**src/sv/aps_pkg.sv**
```systemverilog
// ----------------------------------------------------------------------------
// aps_pkg
// Shared types and constants of the adaptive position smoother.
// ----------------------------------------------------------------------------
package aps_pkg;

  localparam int HistDepth = 5;
  localparam int StillMin  = 4;
  localparam int HistCntW  = $clog2(HistDepth + 1);
  localparam int HistIdxW  = $clog2(HistDepth);

  localparam logic [15:0] DtMax    = 16'd3277;
  localparam logic [32:0] AbsMin   = 33'd26;
  localparam logic [32:0] AbsMax   = 33'd12800;
  localparam logic [32:0] JumpAxis = 33'd512000;
  localparam logic [63:0] JumpSq   = 64'd262144000000;
  localparam logic [32:0] SuppAxis = 33'd2560;
  localparam logic [63:0] SuppSq   = 64'd6553600;
  localparam logic [15:0] OneQ8    = 16'd256;
  localparam int          QueueDepth = 2;

  // configuration register indexes
  localparam logic [2:0] RegHorizAmount = 3'd0;
  localparam logic [2:0] RegHorizDamp   = 3'd1;
  localparam logic [2:0] RegHorizStop   = 3'd2;
  localparam logic [2:0] RegVertAmount  = 3'd3;
  localparam logic [2:0] RegVertDamp    = 3'd4;
  localparam logic [2:0] RegVertStop    = 3'd5;
  localparam logic [2:0] RegBypass      = 3'd6;

  // classified item handed from front to back
  typedef struct packed {
    logic signed [31:0] px;
    logic signed [31:0] py;
    logic signed [31:0] pz;
    logic [15:0]        dt;
    logic               air;
    logic               indoor;
    logic               still;
  } item_t;

  function automatic logic signed [31:0] sat32(input logic signed [33:0] v);
    if (v > 34'sd2147483647) return 32'sh7fffffff;
    if (v < -34'sd2147483648) return 32'sh80000000;
    return v[31:0];
  endfunction

  function automatic logic [32:0] mag33(input logic signed [32:0] v);
    return v[32] ? 33'(-v) : 33'(v);
  endfunction

endpackage

```
**src/sv/aps_queue.sv**
```systemverilog
// ----------------------------------------------------------------------------
// aps_queue
// Short queue of classified items between the front and back parts.
// ----------------------------------------------------------------------------
module aps_queue import aps_pkg::*; (
  input  logic  clk,
  input  logic  rst,
  input  logic  wr,
  output logic  q_full,
  input  item_t wdata,
  input  logic  rd,
  output logic  q_empty,
  output item_t rdata
);

  localparam int PtrW = $clog2(QueueDepth);

  item_t           mem [QueueDepth];
  logic [PtrW-1:0] wptr;
  logic [PtrW-1:0] rptr;
  logic [PtrW:0]   count;

  assign q_full  = (count == (PtrW+1)'(QueueDepth));
  assign q_empty = (count == '0);
  assign rdata   = mem[rptr];

  // storage write
  always_ff @(posedge clk) begin
    if (wr && !q_full) mem[wptr] <= wdata;
  end

  // pointers
  always_ff @(posedge clk) begin
    if (rst) begin
      wptr  <= '0;
      rptr  <= '0;
      count <= '0;
    end else begin
      if (wr && !q_full) wptr <= wptr + 1'b1;
      if (rd && !q_empty) rptr <= rptr + 1'b1;
      count <= count + (PtrW+1)'(wr && !q_full) - (PtrW+1)'(rd && !q_empty);
    end
  end

endmodule

```
**config.mk**
```make
export PLATFORM = sky130hd
export DESIGN_NAME = aps_queue
export DESIGN_NICKNAME = d
export VERILOG_FILES = /design/src/sv/aps_pkg.sv /design/src/sv/aps_queue.sv
export SDC_FILE = /design/constraint.sdc
export NUM_CORES = 1
export LEC_CHECK = 0
export BUFFER_PORTS_ARGS = -buffer_cell sky130_fd_sc_hd__buf_2
export CAP_MARGIN = 0
export CORE_ASPECT_RATIO = 1.2
export CORE_MARGIN = 5
export CORE_UTILIZATION = 47
export CTS_CLUSTER_SIZE = 30
export DETAILED_ROUTE_END_ITERATION = 16
export PLACE_DENSITY = 0.75
export SYNTH_ARGS = -nofsm -noshare
export SYNTH_HDL_FRONTEND = slang
export SYNTH_SLANG_ARGS = --single-unit
```
**constraint.sdc**
```tcl
create_clock -name clk -period 3.85 [get_ports clk]
set_clock_uncertainty 0.15 [all_clocks]
set_input_delay 0.385 -clock clk [delete_from_list [all_inputs] [get_ports clk]]
set_output_delay 0.385 -clock clk [all_outputs]
set_load 0.005 [all_outputs]
```
* After elaboration in Yosys (flattened, before gate mapping) *
Memory sizes are Yosys's and may differ from the RTL's. A register that Yosys moved wholly into a read port is not among the register bits.
Cells that the tools add are included.

storage, ports and cells
  bits in registers = 4
  bits in writable memories = 230
  output and inout port bits = 117
  bits in latches = 0
  bits of input ports = 119
  word-level logic and storage cells = 18
  bits in read-only memories = 0
  memories = 1

memories
  name  words  width  rd ports  clocked after memory_dff  wr ports  RTL line         source
  mem   2      115    1         1                         1         aps_queue.sv:18  item_t mem [QueueDepth];

operators by class
  bitwise gates (word level) = 0
  divide/modulo/power cells = 0
  magnitude comparators = 0
  add/sub/neg operators = 4
  multipliers = 0
  mux-type cells = 4
  equality and inequality tests = 1
  shift operators = 0
  reductions and logical operators = 5

operators with widths
  operator                                     number
  1-bit 2-to-1 mux                             4
  1-bit adder (second input constant)          2
  2-bit by 1-bit adder with 2-bit output       1
  2-bit == test (second input constant)        1
  1-bit logical AND                            2
  1-bit zero test                              2
  2-bit zero test                              1
  2-bit by 1-bit subtractor with 2-bit output  1

* Longest topological paths before layout *
  depth in word-level cells = 5
  depth in mapped cells = 8
  mapped depth without buffers = 8

* Least setup slack after synthesis *
OpenSTA, ideal clock, no wires.

  kind = reg-to-reg
  start point = reg count[0]
  end point = mem mem[1][0] (netlist bit), enable pin
  data arrival time = 3180 ps
  slack = 32 ps
  data required time = 3212 ps
  path buffers = 0
  clock period less this slack = 3818 ps
  setup time = 488 ps
  stages on the path, launching flop included = 3
  cell sequence = dfxtp_1 > nand2b_2 > and3_1

on the way
  longest elaborated chain between the ends = 5

ends and longest elaborated chain
  element                                 RTL line         source
  from (decl)                             aps_queue.sv:21  logic [PtrW:0] count;
  from (signal assigned)                  aps_queue.sv:41  count <= count + (PtrW+1)'(wr && !q_full) - (PtrW+1)'(rd && !q_empty);
  2-bit == test                           aps_queue.sv:23  assign q_full = (count == (PtrW+1)'(QueueDepth));
  1-bit zero test                         aps_queue.sv:29  if (wr && !q_full) mem[wptr] <= wdata;
  1-bit logical AND                       aps_queue.sv:29
  1-bit 2-to-1 mux                        aps_queue.sv:29
  1-bit 2-to-1 mux (not written as such)  aps_queue.sv:29
  to (decl)                               aps_queue.sv:18

Every way passes these cells.

==> metrics.txt <==
EDFF count, synth=230; post-synthesis sequential area ratio=0.8025; fraction of layout cells with a size suffix above 1=0.5091; Final Hold Viols=0; IO buf count=235; met3 GRT Util=0.04425; Nets=876; vias in the first global route=5462; placed instance count=838; Setup crit start kind=flip-flop; Synth Register Bits=235; Routed WL=18440 um; Pwr Density=616.2 nW/um^2; H-tree levels=1; I/O pin count=236; fin cells=995; Worst setup EP type=output port; Final period util=0.7052; CTS Sinks=235; Tot GR Track Use=0.1654; most common cell in the netlist=edfxtp_1; Hold Worst Slack=186.3 ps; fillcell total=1228; post-route setup slack=1135 ps; CTS tree=done; dpl hpwl=11460 um; antenna viol nets, final=0; Initial Util=0.4786; die area=21410 um^2; Worst Hold Class=in2reg; global route hottest layer=met2; drt wl/cell=18.53 um; Setup Slack @ Placement=1498 ps; hold buffers post-CTS=116; Layout area overhead=38.12%; synth top area cells=edfxtp_1, mux2_4, mux2_2; TritonCTS buffer count=23; root buffer cell=clkbuf_16; synthesized area per cell=22.68 um^2; Clock Pin Slew Worst Setup and Hold Paths=60 ps; 1st-pass router iterations=4; Post-synth top cells=edfxtp_1, mux2_2, mux2_4, buf_6, buf_2; grt ovf=0; Synth Warn #=0; initial antenna violation count=2; Synth async-reset ratio=0; Synth area leader=edfxtp_1; Post-Route Setup TNS=0 ps; Tot Pwr=0.007431 W; VDD IR max=443.8 uV; P_leak=4.672 nW; number of core rows=54; vias=4870; max-slew violations=0; Main synth FF type=edfxtp_1; measured slew at the worst slew-check pin=682.1 ps; number of post-CTS setup repair buffers=0; core footprint=18240 um^2; Unique masters post-synth=21; worst path arrival time=2180 ps; Die Height=159.3 um; final setup vio count=0; Worst-Skew Late Latency=500 ps; post-layout min period=2715 ps; met1 Use GR=0.1897; top cell type's share of synthesized area=0.7911; CTS resizes=0; chip width=134.4 um; CTS Buffer Depth=3; Synth Instances=385; routability cong.=0.7664; largest net degree at the start of global routing=77; DRC viols=0; met2 Use GR=0.3049; Fmax=0.3683 GHz; worst path required time=3310 ps; Max-Cap Viols=0; initial DRC count=214; Vias/cell=4.894; crit path kind=reg2out; syn nets=506; Worst slew margin=0.5453; Max Fanout on Critical Path=30; RSZ-0062 raised after global routing=no; Mapped Area=8731 um^2; status=complete, no violations; first-pass GRT wire length=28480 um
==> cell type report <==
| class | count | area (um^2) | area share |
|---|---|---|---|
| antenna | 1 | 2.502 | 0.0002075 |
| sequential | 235 | 7010 | 0.5813 |
| inverter | 4 | 17.52 | 0.001453 |
| timing repair buffer | 358 | 2427 | 0.2013 |
| clock buffer | 32 | 619.3 | 0.05136 |
| tap | 224 | 280.3 | 0.02324 |
| multi-input combinational | 133 | 1605 | 0.1331 |
| clock inverter | 8 | 96.34 | 0.007989 |
==> sequential cells by signal, summed over array words and instances (netlist names), named ones only <==
register and flops:
wptr 1, mem 230, count 2, rptr 1
==> cells in the final DEF, fill, tap and decap left out, types with 2 or more instances in the layout <==
cell,n
mux2_4,50
bufinv_16,2
dfxtp_1,4
mux2_2,65
nor2_1,4
clkinv_2,3
buf_4,4
inv_1,3
ha_1,2
buf_12,3
buf_2,235
clkbuf_1,8
dlygate4sd3_1,116
inv_6,2
clkbuf_16,23
edfxtp_1,230
==> cells by family after synthesis <==
logic type | count (synthesis) | synth area share
AO/OA/AOI/OAI | 3 | 0.002006
XOR/XNOR | 2 | 0.002007
adder cells (fa/ha/maj) | 2 | 0.002866
buffers and inverters | 17 | 0.01419
flip-flops | 235 | 0.8025
multiplexers | 115 | 0.1698
AND/OR/NAND/NOR | 11 | 0.006593
==> report_power, final <==
group	switching (W)	leakage, nW	internal (W)
Clock	0.000887	0.351	0.00126
Combinational	0.000845	2.13	0.00103
Sequential	0.000150	2.19	0.00326
==> stage by stage <==
| stage | util | instance area [um^2] |
|---|---|---|
| 3_3_place_gp | 0.5580 | 10180 |
| 6_report | 0.6610 | 12060 |
| 2_1_floorplan | - | 8731 |
| 4_1_cts | 0.6609 | 12060 |
| 5_1_grt | 0.6610 | 12060 |
| 3_5_place_dp | 0.5580 | 10180 |
==> final timing paths <==
path	depth (start not counted)	slack [ps]	start	to
worst min-delay path	4	190	rd	flip-flop
worst min register to register	2	370	rptr	flip-flop
worst max register to register	5	1530	count[0]	mem[0][88]
worst max-delay path	3	1140	flip-flop	rdata[11]
==> worst max-delay path: stages (launching register included) <==
cell     delay [ps]
dfxtp_4         670
buf_4           460
mux2_2          400
buf_2           130
==> layer usage <==
| metal | routed length, um | part of all wire | vias up |
|---|---|---|---|
| li1 | - | - | 2260 |
| met1 | 6872 | 0.37 | 2393 |
| met2 | 9817 | 0.53 | 188 |
| met3 | 1409 | 0.076 | 27 |
| met4 | 323 | 0.018 | 2 |
| met5 | 13 | 0.00071 | - |
Power figures use the tool's default switching activity.
